`src/rtl/fcp_pkg.sv`:
```
`default_nettype none

package fcp_pkg;

    localparam int unsigned MAX_FRAME_BYTES_DEF = 256;

    localparam logic [7:0] CH_OPEN  = 8'h24;
    localparam logic [7:0] CH_CLOSE = 8'h23;
    localparam logic [7:0] CH_L     = 8'h4C;
    localparam logic [7:0] CH_X     = 8'h58;
    localparam logic [7:0] CH_Y     = 8'h59;
    localparam logic [7:0] CH_COMMA = 8'h2C;
    localparam logic [7:0] CH_SPACE = 8'h20;
    localparam logic [7:0] CH_PLUS  = 8'h2B;
    localparam logic [7:0] CH_MINUS = 8'h2D;
    localparam logic [7:0] CH_ZERO  = 8'h30;
    localparam logic [7:0] CH_NINE  = 8'h39;
    localparam logic [7:0] CH_TAB   = 8'h09;
    localparam logic [7:0] CH_CR    = 8'h0D;
    localparam logic [7:0] CH_NUL   = 8'h00;

    localparam logic [15:0] MAG_SAT = 16'd32768;
    localparam logic [15:0] POS_MAX = 16'd32767;

    typedef enum logic [1:0] {
        ST_UPDATED    = 2'd0,
        ST_BAD_PREFIX = 2'd1,
        ST_MISSING    = 2'd2
    } t_status;

    typedef enum logic [1:0] {
        PH_START  = 2'd0,
        PH_SIGNED = 2'd1,
        PH_DIGITS = 2'd2,
        PH_DONE   = 2'd3
    } t_phase;

endpackage

`default_nettype wire

```
`src/rtl/framed_coordinate_parser_top.sv`:
```
`default_nettype none

// Byte-serial parser for "$LXY?<x>,<y>#" frames. One received byte is taken per
// beat and a new beat can be accepted every cycle; each byte is registered, then
// decoded against the frame state; a closing '#' has its result registered as an
// output beat. Input is held off only while a finished result waits on a stalled
// output and the byte in hand would close another frame. Each closed frame gives
// one result: status 0 with the new coordinates, 1 for a bad or
// short "LXY" prefix, 2 when fewer than two numbers were found; on 1 or 2 the held
// coordinates are reported unchanged. Frames longer than MAX_FRAME_BYTES data
// bytes are dropped with no result. Numbers are read atoi style and saturate to
// 16 bits.
module framed_coordinate_parser_top
    import fcp_pkg::*;
#(
    parameter int unsigned MAX_FRAME_BYTES = MAX_FRAME_BYTES_DEF
) (
    input  wire logic               i_clk,
    input  wire logic               i_rst_n,
    input  wire logic               i_valid,
    output logic                    o_stall,
    input  wire logic [7:0]         i_rx_byte,
    output logic                    o_valid,
    input  wire logic               i_stall,
    output logic [1:0]              o_frame_status,
    output logic signed [15:0]      o_pos_x,
    output logic signed [15:0]      o_pos_y
);

    localparam int unsigned CW = $clog2(MAX_FRAME_BYTES + 1);
    localparam logic [CW-1:0] CNT_MAX = CW'(MAX_FRAME_BYTES);
    localparam logic [CW-1:0] POS_SKIP = CW'(3);

    logic               r_in_vld;
    logic [7:0]         r_in_byte;

    logic               r_in_frame, n_in_frame;
    logic [CW-1:0]      r_count, n_count;
    logic               r_prefix_good, n_prefix_good;
    logic               r_text_ended, n_text_ended;
    logic [1:0]         r_tok_num, n_tok_num;
    logic               r_inside, n_inside;
    t_phase             r_phase, n_phase;
    logic               r_neg, n_neg;
    logic [15:0]        r_mag, n_mag;
    logic [15:0]        r_first, n_first;
    logic [15:0]        r_held_x, n_held_x;
    logic [15:0]        r_held_y, n_held_y;

    logic               r_out_vld;
    t_status            r_out_status, n_out_status;
    logic [15:0]        r_out_x;
    logic [15:0]        r_out_y;

    logic               closing;
    logic               out_free;
    logic               advance;
    logic               emit;

    logic [15:0]        tok_val;
    logic [1:0]         fin_tok_num;
    logic [15:0]        fin_first;

    function automatic logic [15:0] value_of(input logic neg, input logic [15:0] mag);
        logic [15:0] v;
        if (neg) begin
            v = 16'(-mag);
        end else if (mag > POS_MAX) begin
            v = POS_MAX;
        end else begin
            v = mag;
        end
        return v;
    endfunction

    assign closing  = r_in_vld && r_in_frame && (r_in_byte == CH_CLOSE);
    assign out_free = !r_out_vld || !i_stall;
    assign advance  = r_in_vld && (!closing || out_free);
    assign emit     = advance && closing;
    assign o_stall  = r_in_vld && !advance;

    assign tok_val     = value_of(r_neg, r_mag);
    assign fin_tok_num = (r_inside && (r_tok_num < 2'd2)) ? r_tok_num + 2'd1 : r_tok_num;
    assign fin_first   = (r_inside && (r_tok_num == 2'd0)) ? tok_val : r_first;

    always_comb begin
        logic [7:0]  c;
        t_phase      ph;
        logic        ng;
        logic [15:0] mg;
        logic [19:0] prod;
        logic        clear;

        c    = r_in_byte;
        ph   = r_phase;
        ng   = r_neg;
        mg   = r_mag;
        prod = '0;
        clear = 1'b0;

        n_in_frame    = r_in_frame;
        n_count       = r_count;
        n_prefix_good = r_prefix_good;
        n_text_ended  = r_text_ended;
        n_tok_num     = r_tok_num;
        n_inside      = r_inside;
        n_phase       = r_phase;
        n_neg         = r_neg;
        n_mag         = r_mag;
        n_first       = r_first;
        n_held_x      = r_held_x;
        n_held_y      = r_held_y;
        n_out_status  = ST_UPDATED;

        if (!r_in_frame) begin
            if (c == CH_OPEN) begin
                n_in_frame = 1'b1;
                clear      = 1'b1;
            end
        end else if (c != CH_CLOSE) begin
            if (r_count >= CNT_MAX) begin
                n_in_frame = 1'b0;
                clear      = 1'b1;
            end else begin
                n_count = r_count + CW'(1);
                if (r_count < POS_SKIP) begin
                    case (r_count[1:0])
                        2'd0:    if (c != CH_L) n_prefix_good = 1'b0;
                        2'd1:    if (c != CH_X) n_prefix_good = 1'b0;
                        default: if (c != CH_Y) n_prefix_good = 1'b0;
                    endcase
                end else if (!r_text_ended) begin
                    if (c == CH_NUL) begin
                        n_text_ended = 1'b1;
                        n_tok_num    = fin_tok_num;
                        n_first      = fin_first;
                        n_inside     = 1'b0;
                    end else if (r_count == POS_SKIP) begin
                        n_count = r_count + CW'(1);
                    end else if (c == CH_COMMA || c == CH_SPACE) begin
                        n_tok_num = fin_tok_num;
                        n_first   = fin_first;
                        n_inside  = 1'b0;
                    end else if (r_tok_num < 2'd2) begin
                        if (!r_inside) begin
                            ph = PH_START;
                            ng = 1'b0;
                            mg = '0;
                        end
                        n_inside = 1'b1;
                        if (ph == PH_START && c inside {[CH_TAB:CH_CR]}) begin
                            ph = PH_START;
                        end else if (ph == PH_START && (c == CH_PLUS || c == CH_MINUS)) begin
                            ng = (c == CH_MINUS);
                            ph = PH_SIGNED;
                        end else if (ph != PH_DONE) begin
                            if (c inside {[CH_ZERO:CH_NINE]}) begin
                                prod = {1'b0, mg, 3'b000} + {3'b000, mg, 1'b0}
                                     + {16'd0, c[3:0]};
                                mg   = (prod > {4'd0, MAG_SAT}) ? MAG_SAT : prod[15:0];
                                ph   = PH_DIGITS;
                            end else begin
                                ph = PH_DONE;
                            end
                        end
                        n_phase = ph;
                        n_neg   = ng;
                        n_mag   = mg;
                    end
                end
            end
        end else begin
            n_in_frame = 1'b0;
            clear      = 1'b1;
            if ((r_count < POS_SKIP) || !r_prefix_good) begin
                n_out_status = ST_BAD_PREFIX;
            end else if (fin_tok_num < 2'd2) begin
                n_out_status = ST_MISSING;
            end else begin
                n_out_status = ST_UPDATED;
                n_held_x     = fin_first;
                n_held_y     = tok_val;
            end
        end

        if (clear) begin
            n_count       = '0;
            n_prefix_good = 1'b1;
            n_text_ended  = 1'b0;
            n_tok_num     = 2'd0;
            n_inside      = 1'b0;
            n_phase       = PH_START;
            n_neg         = 1'b0;
            n_mag         = '0;
            n_first       = '0;
        end
    end

    always_ff @(posedge i_clk) begin
        if (!i_rst_n) begin
            r_in_vld      <= 1'b0;
            r_in_frame    <= 1'b0;
            r_count       <= '0;
            r_prefix_good <= 1'b1;
            r_text_ended  <= 1'b0;
            r_tok_num     <= 2'd0;
            r_inside      <= 1'b0;
            r_phase       <= PH_START;
            r_neg         <= 1'b0;
            r_mag         <= '0;
            r_first       <= '0;
            r_held_x      <= '0;
            r_held_y      <= '0;
            r_out_vld     <= 1'b0;
        end else begin
            if (!o_stall) begin
                r_in_vld <= i_valid;
            end
            if (advance) begin
                r_in_frame    <= n_in_frame;
                r_count       <= n_count;
                r_prefix_good <= n_prefix_good;
                r_text_ended  <= n_text_ended;
                r_tok_num     <= n_tok_num;
                r_inside      <= n_inside;
                r_phase       <= n_phase;
                r_neg         <= n_neg;
                r_mag         <= n_mag;
                r_first       <= n_first;
                r_held_x      <= n_held_x;
                r_held_y      <= n_held_y;
            end
            if (emit) begin
                r_out_vld <= 1'b1;
            end else if (!i_stall) begin
                r_out_vld <= 1'b0;
            end
        end
    end

    // hold payload until taken
    always_ff @(posedge i_clk) begin
        if (!o_stall && i_valid) begin
            r_in_byte <= i_rx_byte;
        end
        if (emit) begin
            r_out_status <= n_out_status;
            r_out_x      <= n_held_x;
            r_out_y      <= n_held_y;
        end
    end

    assign o_valid        = r_out_vld;
    assign o_frame_status = r_out_status;
    assign o_pos_x        = r_out_x;
    assign o_pos_y        = r_out_y;

endmodule

`default_nettype wire
```
`config.mk`:
```
export PLATFORM = sky130hd
export DESIGN_NAME = framed_coordinate_parser_top
export DESIGN_NICKNAME = d
export VERILOG_FILES = /design/src/rtl/fcp_pkg.sv /design/src/rtl/framed_coordinate_parser_top.sv
export SDC_FILE = /design/constraint.sdc
export NUM_CORES = 1
export LEC_CHECK = 0
export ABC_AREA = 1
export CORE_MARGIN = 2
export CORE_UTILIZATION = 40
export DETAILED_ROUTE_END_ITERATION = 10
export DONT_BUFFER_PORTS = 1
export GPL_TIMING_DRIVEN = 0
export SLEW_MARGIN = 20
export SYNTH_ARGS = -nofsm -noshare
export SYNTH_HDL_FRONTEND = slang
export SYNTH_SLANG_ARGS = --single-unit
```
`constraint.sdc`:
```
create_clock -name i_clk -period 3.5 [get_ports i_clk]
set_clock_uncertainty 0.2 [all_clocks]
set_input_delay 0.175 -clock i_clk [delete_from_list [all_inputs] [get_ports i_clk]]
set_output_delay 0.175 -clock i_clk [all_outputs]
set_load 0.03 [all_outputs]
```
=== Word level (Yosys, flattened, before mapping) ===
Cells that the tools add are included.

* Bits in registers: 126

* $add $sub $neg: 5
* Magnitude comparators: 10
* Eq/ne operators: 23
* Muxes and demuxes: 133
* Bitwise gates (word level): 1
* Reductions and logical operators: 42

{| class="wikitable"
|+ Operators by type and width
! operator !! count
|-
| 2-to-1 mux 16 bit || 45
|-
| 2-to-1 mux 2 bit || 34
|-
| 2-to-1 mux 1 bit || 49
|-
| == test 8 x 6 -> 1 bit, second input constant || 6
|-
| 2-to-1 mux 9 bit || 4
|-
| inequality test 8 x 7 -> 1 bit, second input constant || 3
|-
| AND reduction 8 bit || 3
|-
| adder 19 x 17 -> 20 bit || 1
|-
| adder 20 x 4 -> 20 bit || 1
|-
| greater-than comparator 20 x 16 -> 1 bit, second input constant || 1
|-
| greater-than comparator 16 x 15 -> 1 bit, second input constant || 1
|-
| negator 16 bit || 1
|-
| inequality test 2 x 1 -> 1 bit, second input constant || 7
|-
| logical AND 1 bit || 12
|-
| AND reduction 10 bit || 1
|-
| adder 9 x 1 -> 9 bit, second input constant || 1
|-
| == test 9 x 2 -> 1 bit, second input constant || 1
|-
| greater-or-equal comparator 9 bit, second input constant || 1
|-
| less-than comparator 9 x 2 -> 1 bit, second input constant || 1
|-
| greater-or-equal comparator 8 x 4 -> 1 bit, second input constant || 1
|-
| greater-or-equal comparator 8 x 6 -> 1 bit, second input constant || 1
|-
| less-or-equal comparator 8 x 4 -> 1 bit, second input constant || 1
|-
| less-or-equal comparator 8 x 6 -> 1 bit, second input constant || 1
|-
| logical NOT 8 bit || 1
|-
| other kinds (19) || 36
|}

=== Logic depth before layout (Yosys ltp) ===
Gate-level depths: netlist of the first run.

* Word-level depth: 28
* Mapped depth: 24

=== Least setup slack after synthesis of the first run ===
Ideal clock, no wire load.

* Path type: reg2reg
* From: reg r_inside
* To: reg r_mag[6]
* Data arrival time: 2.959 ns
* Required time: 3.233 ns
* Setup slack: 0.273 ns
* Stages on the path, launching flop included: 21
* Path buffers: 3
* Clock period less this slack: 3.227 ns
* Cell sequence: dfxtp_1 buf_2 buf_1 nand2_1 inv_1 ha_1 ha_1 nand2_1 inv_1 a21oi_1 inv_1 a21oi_1 nand3_1 nand2_1 nand2_1 nor2_2 buf_4 nand3_1 nand2_1 nand2_1 a21oi_2

* Cells in the longest elaborated chain, start to end: 28

{| class="wikitable"
|+ Ends and longest elaborated chain
! what !! RTL line !! source
|-
| start, declared || framed_coordinate_parser_top.sv:42 || <nowiki>logic r_inside, n_inside;</nowiki>
|-
| start signal, assigned || framed_coordinate_parser_top.sv:225 || <nowiki>r_inside <= n_inside;</nowiki>
|-
| 2-to-1 mux 16 bit || framed_coordinate_parser_top.sv:145 || <nowiki>if (!r_inside) begin</nowiki>
|-
| 2-to-1 mux 16 bit || framed_coordinate_parser_top.sv:144 || <nowiki>end else if (r_tok_num < 2'd2) begin</nowiki>
|-
| 2-to-1 mux 16 bit || framed_coordinate_parser_top.sv:140 || <nowiki>end else if (c == CH_COMMA || c == CH_SPACE) begin</nowiki>
|-
| 2-to-1 mux 16 bit || framed_coordinate_parser_top.sv:138 || <nowiki>end else if (r_count == POS_SKIP) begin</nowiki>
|-
| 2-to-1 mux 16 bit || framed_coordinate_parser_top.sv:133 || <nowiki>if (c == CH_NUL) begin</nowiki>
|-
| 2-to-1 mux 16 bit || framed_coordinate_parser_top.sv:132 || <nowiki>end else if (!r_text_ended) begin</nowiki>
|-
| 2-to-1 mux 16 bit || framed_coordinate_parser_top.sv:126 || <nowiki>if (r_count < POS_SKIP) begin</nowiki>
|-
| 2-to-1 mux 16 bit || framed_coordinate_parser_top.sv:121 || <nowiki>if (r_count >= CNT_MAX) begin</nowiki>
|-
| (+12 left out) || -- ||
|-
| 2-to-1 mux 16 bit (*) || framed_coordinate_parser_top.sv:138 ||
|-
| 2-to-1 mux 16 bit (*) || framed_coordinate_parser_top.sv:133 ||
|-
| 2-to-1 mux 16 bit (*) || framed_coordinate_parser_top.sv:132 ||
|-
| 2-to-1 mux 16 bit (*) || framed_coordinate_parser_top.sv:126 ||
|-
| 2-to-1 mux 16 bit (*) || framed_coordinate_parser_top.sv:121 ||
|-
| 2-to-1 mux 16 bit (*) || framed_coordinate_parser_top.sv:120 || <nowiki>end else if (c != CH_CLOSE) begin</nowiki>
|-
| 2-to-1 mux 16 bit (*) || framed_coordinate_parser_top.sv:115 || <nowiki>if (!r_in_frame) begin</nowiki>
|-
| 2-to-1 mux 16 bit (*) || framed_coordinate_parser_top.sv:186 || <nowiki>if (clear) begin</nowiki>
|-
| end signal, assigned || framed_coordinate_parser_top.sv:228 || <nowiki>r_mag <= n_mag;</nowiki>
|-
| end, declared || framed_coordinate_parser_top.sv:45 || <nowiki>logic [15:0] r_mag, n_mag;</nowiki>
|}

Mark *: on every way between the ends. The rest lies on a longest branch, timed or not. The select of a mux whose other input is x is not followed.
A chain may end at the register's enable or synchronous reset.

=== Final worst setup path of the first run ===
* From: reg r_inside
* To: reg r_mag[8]

The elaborated chain is that of the path after synthesis.

==> results of run 1 <==
-- layer usage --
| metal | GRT usage, % | share of wire, % |
|---|---|---|
| met1 | 27.5 | 51 |
| met2 | 32.0 | 45 |
| met3 | 3.20 | 3.1 |
| met4 | 5.93 | 1.3 |
| met5 | 0 | 0 |
-- Yosys cell counts (2+ instances only) --
cell type / count
nand2_1: 301
inv_1: 186
o21ai_0: 109
nor2_1: 89
dfxtp_1: 84
nand3_1: 84
a21oi_1: 77
edfxtp_1: 42
ha_1: 36
clkbuf_1: 20
buf_2: 12
nor3_1: 12
nand4_1: 9
inv_2: 7
or2_2: 6
a21oi_2: 5
nand2_2: 5
nand3b_1: 5
o22ai_1: 5
xor2_1: 5
nor2_2: 4
nor4_1: 4
o21ai_1: 4
buf_1: 3
o21bai_1: 3
a211oi_1: 2
a21boi_0: 2
buf_4: 2
nand2_4: 2
nor2_4: 2
o31ai_1: 2
-- stage by stage --
stage	power, uW	std cells
2_1_floorplan	1700	1144
3_3_place_gp	1730	1404
3_5_place_dp	1740	1405
4_1_cts	3430	1449
5_1_grt	3520	1452
6_report	3410	1452
-- cell type report --
class                      instances  area (um2)  share of cell area (%)
buffer                            38         199                    2.21
tap                              260         325                    3.61
clock inverter                    11         120                    1.33
clock buffer                      21         440                    4.88
timing repair buffer              16         164                    1.82
sequential                       126        2950                    32.7
inverter                         194         728                    8.08
multi-input combinational        786        4090                    45.4
-- logic make-up after synthesis --
group	Yosys count	synth area share, %
and+or+nand+nor	528	29.1
buffers and inverters	232	11.6
AOI/OAI and AO/OA	216	14.8
DFF	126	37.9
adders and majority gates	37	6.05
xor gates and xnor gates	5	0.563
-- timing repair --
action | in CTS | in global routing
cloned | 0 | 1
endpoints found under the setup margin | 16 | 16
endpoints found under the hold margin | 23 | 0
setup buffers | 1 | 2
hold buffers | 11 | 0
pin swaps | 1 | 6
gates resized for setup | 7 | 48
-- state kept, by name (all words and copies together) (netlist names), 8 cells and up --
register / cells
r_in_byte: 8
r_held_x: 16
r_first: 16
r_held_y: 16
o_pos_x: 16
r_mag: 16
o_pos_y: 16
r_count: 9
-- power by group through the flow --
stage	Sequential [uW]	Combinational [uW]	Clock (uW)
floorplan	1590	109	0
CTS	1560	156	1710
global placement	1590	142	0
global route	1560	186	1770
finish	1560	162	1680
detailed placement	1590	145	0
-- worst max-delay path by stage --
stage | slack [ns] | to | startpoint | cells after the start
2_1_floorplan | 0.27 | r_mag[6] | r_inside | 20
3_3_place_gp | -0.45 | r_mag[9] | r_inside | 20
3_5_place_dp | -0.49 | r_mag[14] | r_inside | 21
4_1_cts | 0.002 | r_mag[14] | r_inside | 23
5_1_grt | 0.004 | r_mag[8] | r_inside | 21
6_report | 0.26 | r_mag[8] | r_inside | 21
-- worst max-delay path, cell delays in order, from the launching register on --
cell and delay (ns):
dfxtp_4 0.36, buf_6 0.15, nand2_1 0.09, inv_2 0.07, ha_4 0.27, ha_4 0.15
inv_1 0.05, fa_2 0.53, nor3b_4 0.17, nand2_1 0.07, nor2_1 0.09, nand2_1 0.06
nor2_1 0.09, nand2_1 0.06, nor2_1 0.12, nand3_1 0.09, nand2_2 0.09, buf_6 0.12
nand3_1 0.07, nand2_1 0.07, nand2_1 0.06, a21oi_1 0.13
==> impl_metrics.json, run 1 <==
{
  "period_share_pct": 92.6,
  "slew_violations": 0,
  "clk_latency_ns": 0.42,
  "setup_viol": 0,
  "layout.nets": 1228,
  "pre_cts_ws_ns": -0.491,
  "worstHoldEndpoint": "r_held_x[11]",
  "path_class": "flop to flop",
  "worst_pin_slew_ns": 0.586,
  "synth_seq_area_share_pct": 37.9,
  "num_vias": 7219,
  "p_comb_share_pct": 4.8,
  "vdd_drop_max_uv": 338,
  "min_path_cells": 3,
  "gp_congestion": 0.907,
  "worstPathRequired_ns": 3.65,
  "post-route-util_pct": 47.7,
  "slew_headroom_pct": 60.6,
  "final_common_cell": "nand2_1",
  "nFillCells": 1978,
  "p_leak_uw": 0.00421,
  "cts_sinks": 126,
  "port_buffers": 0,
  "drc_errors": 0,
  "rr_endpoint": "r_mag[8]",
  "core_um2": 18900,
  "grt-ovfl-total": 0,
  "p_clk_share_pct": 49.4,
  "synth_area_leaders": "dfxtp_1 22%, edfxtp_1 16%, nand2_1 15%",
  "synth_cell_types": 46,
  "finalInstanceArea_um2": 9020,
  "syn_area_um2": 7770,
  "grt_max_degree": 30,
  "tns_ns": 0,
  "r2r_setup_slack_ns": 0.26,
  "antenna_found_initial": 0,
  "critPathMaxFanout": 10,
  "avgSynthCellArea_um2": 6.79,
  "clk_root_buffer_cell": "clkbuf_16",
  "worst_slack_ns": 0.259,
  "p_switching_uw": 768,
  "clkTransAtPathRegs_ns": 0.06,
  "post_dp_cell_area_um2": 8120,
  "p_seq_share_pct": 45.8,
  "cts_buffers": 17,
  "htree_levels": 4,
  "period_minus_slack_ns": 3.24,
  "maxCapViolCount": 0,
  "end_kind": "flop",
  "first_pass_iters": 5,
  "reg2reg_from": "r_inside",
  "place_hpwl_um": 14900,
  "synth_edf_count": 42,
  "drive_gt1_share_pct": 9.98,
  "synth_ff_type": "dfxtp_1",
  "die_h_um": 143,
  "yosysWarningCount": 0,
  "die_w_um": 143,
  "num_antenna_cells": 0,
  "grt_pass1_wl_um": 32500,
  "rsz0062_at_grt": "false",
  "hp-class": "input port to flop",
  "switching_share_pct": 22.6,
  "async_flop_share_pct": 0,
  "ant_nets": 0,
  "reg2reg_depth": 21,
  "synth-seq-cells": 126,
  "start_util_pct": 41.1,
  "synth_nets": 1193,
  "critPathArrivalTime_ns": 3.39,
  "clock.fmax_ghz": 0.309,
  "power.density_nw_per_um2": 378,
  "drt_iter0_markers": 492,
  "synthesis.instances": 1144,
  "wirelength_um": 19700,
  "grt_pass1_vias": 6695,
  "avgViaCountPerCell": 4.97,
  "hold_violations": 0,
  "outcome": "finished clean",
  "p_int_uw": 2640,
  "worstSetupStartpointType": "flop",
  "routedWlPerCell_um": 13.6,
  "layout_common_cells": "293 x nand2_1, 182 x inv_1, 109 x o21ai_0, 86 x nor2_1",
  "synth_top_area_share_pct": 21.6,
  "design.die.area_um2": 20600,
  "area.growth.synth_to_final_pct": 16.0,
  "hold_start": "i_rst_n",
  "grt_util_all_layers_pct": 19.9,
  "ioPinCount": 48,
  "whs_ns": 0.0613,
  "synth_area_leader_cell": "dfxtp_1",
  "cts_tree": "done",
  "clk_path_buf_depth": 2,
  "num_rows": 50
}
Note: power is estimated with default switching activity, not from simulation.
==> inputs of run 2 (changes only) <==
==> constraint.sdc (replaced) <==
create_clock -name i_clk -period 3.5 [get_ports i_clk]
set_clock_uncertainty 0.2 [all_clocks]
set_input_delay 0.7 -clock i_clk [delete_from_list [all_inputs] [get_ports i_clk]]
set_output_delay 0.7 -clock i_clk [all_outputs]
set_load 0.03 [all_outputs]
==> run 2 against run 1 <==
Net effect: wire length fell by 0.45%; worst hold slack improved by 0.11 ns; global-route usage fell by 0.13 points; sequential power barely moved; die area did not move; critical path type unchanged; critical endpoint unchanged.
==> impl_metrics.json, run 2 (synthesis results as in run 1) <==
{
  "outcome": "finished clean",
  "slowest_stage": "fa_2",
  "clk_latency_ns": 0.42,
  "post_dp_cell_area_um2": 8120,
  "critPathMaxFanout": 10,
  "clk_root_buffer_cell": "clkbuf_16",
  "gp_congestion": 0.907,
  "avgViaCountPerCell": 4.97,
  "drc_errors": 0,
  "area.growth.synth_to_final_pct": 14.6,
  "period_share_pct": 92.5,
  "final_common_cell": "nand2_1",
  "finalInstanceArea_um2": 8910,
  "slew_violations": 0,
  "die_w_um": 143,
  "layout.nets": 1217,
  "slew_headroom_pct": 59.9,
  "critPathArrivalTime_ns": 3.39,
  "design.die.area_um2": 20600,
  "clock.fmax_ghz": 0.309,
  "layout_common_cells": "293 x nand2_1, 182 x inv_1, 109 x o21ai_0, 86 x nor2_1",
  "power.density_nw_per_um2": 381,
  "rsz0062_at_grt": "false",
  "cts_tree": "done",
  "drt_iter0_markers": 489,
  "first_pass_iters": 5,
  "cts_buffers": 17,
  "worstSetupStartpointType": "flop",
  "crit_chain": "buf_6, nand2_1, inv_2, ha_4, ha_4, inv_1, fa_2, nor3b_4, nand2_1, nor2_1, nand2_1, nor2_1, nand2_1, nor2_1, nand3_1, nand2_2, buf_6, nand3_1, nand2_1, nand2_1, a21oi_1",
  "ioPinCount": 48,
  "worst_path_largest_cell_delay_ns": 0.53,
  "routedWlPerCell_um": 13.6,
  "num_rows": 50,
  "worst_slack_ns": 0.264,
  "start_util_pct": 41.1,
  "p_leak_uw": 0.00416,
  "tns_ns": 0,
  "grt_pass1_wl_um": 32200,
  "place_hpwl_um": 14900,
  "num_antenna_cells": 0,
  "antenna_found_initial": 0,
  "end_kind": "flop",
  "die_h_um": 143,
  "ant_nets": 0,
  "maxCapViolCount": 0,
  "port_buffers": 0,
  "core_um2": 18900,
  "setup_viol": 0,
  "pre_cts_ws_ns": -0.491,
  "grt-ovfl-total": 0,
  "crit_top_cell": "nand2_1",
  "path_class": "flop to flop",
  "num_vias": 7167,
  "hp-class": "input port to flop",
  "htree_levels": 4,
  "clk_path_buf_depth": 2,
  "worst_pin_slew_ns": 0.597,
  "period_minus_slack_ns": 3.24,
  "drive_gt1_share_pct": 10.1,
  "vdd_drop_max_uv": 337,
  "worstPathRequired_ns": 3.65,
  "cts_sinks": 126,
  "grt_util_all_layers_pct": 19.8,
  "clkTransAtPathRegs_ns": 0.06,
  "hold_violations": 0,
  "grt_max_degree": 30,
  "grt_pass1_vias": 6635,
  "wirelength_um": 19600
}
run 2: cell types whose count changed in the layout (fill, tap and decap cells not counted), sizes merged:
cell / delta
dlygate4sd3: -11
run 2: repair_timing:
action                     CTS  global route
hold buffers                 0             0
gates cloned                 0             1
resized for setup            7            48
setup endpoints to repair   16            16
setup buffers                1             2
pin swaps                    1             6
run 2: where the power goes:
part | switching [uW] | total [uW] | internal, uW
registers | 17.7 | 1560 | 1540
clock network | 643 | 1680 | 1040
logic | 106 | 152 | 46.5
total | 766 | 3400 | 2630
run 2: final timing paths:
kind | from | end | slack, ns | depth (start not counted)
max reg2reg | r_inside | r_mag[8] | 0.26 | 21
min | i_rx_byte[2] | r_in_byte[2] | 0.18 | 0
max | r_inside | r_mag[8] | 0.26 | 21
min reg2reg | r_count[7] | r_count[8] | 0.26 | 2
run 2: per-layer routing:
metal,share of wire (%),vias up,global-route usage [%],wire [um]
li1,-,3738,-,-
met1,51,3275,27.4,9960
met2,45,134,31.6,8780
met3,3.1,20,3.20,602
met4,1.3,0,5.93,250
met5,0,-,0,0
run 2: cell type report:
type                            count  area, um2
Inverter                          194        728
Timing Repair Buffer                5       53.8
Clock buffer                       21        440
Sequential cell                   126       2950
Multi-Input combinational cell    786       4090
Buffer                             38        199
Tap cell                          260        325
Fill cell                        1991       9990
Clock inverter                     11        120
run 2: critical path: cells and delay by family, from the launching register on:
family          cells  cell delay [ns]
buf+inv             4             0.39
compound gates      1             0.13
simple gates       13             1.12
fa+ha+maj           3             0.95
flops               1             0.36
run 2: per-stage QoR:
stage | instances | hold slack (ns) | total power (uW) | util, %
global route | 1441 | 0.161 | 3510 | 47.1
detailed placement | 1405 | 0.253 | 1740 | 43.0
CTS | 1438 | 0.163 | 3420 | 46.1
finish | 1441 | 0.175 | 3400 | 47.1
floorplan | 1144 | 0.237 | 1700 | -
global placement | 1404 | 0.250 | 1730 | 42.9
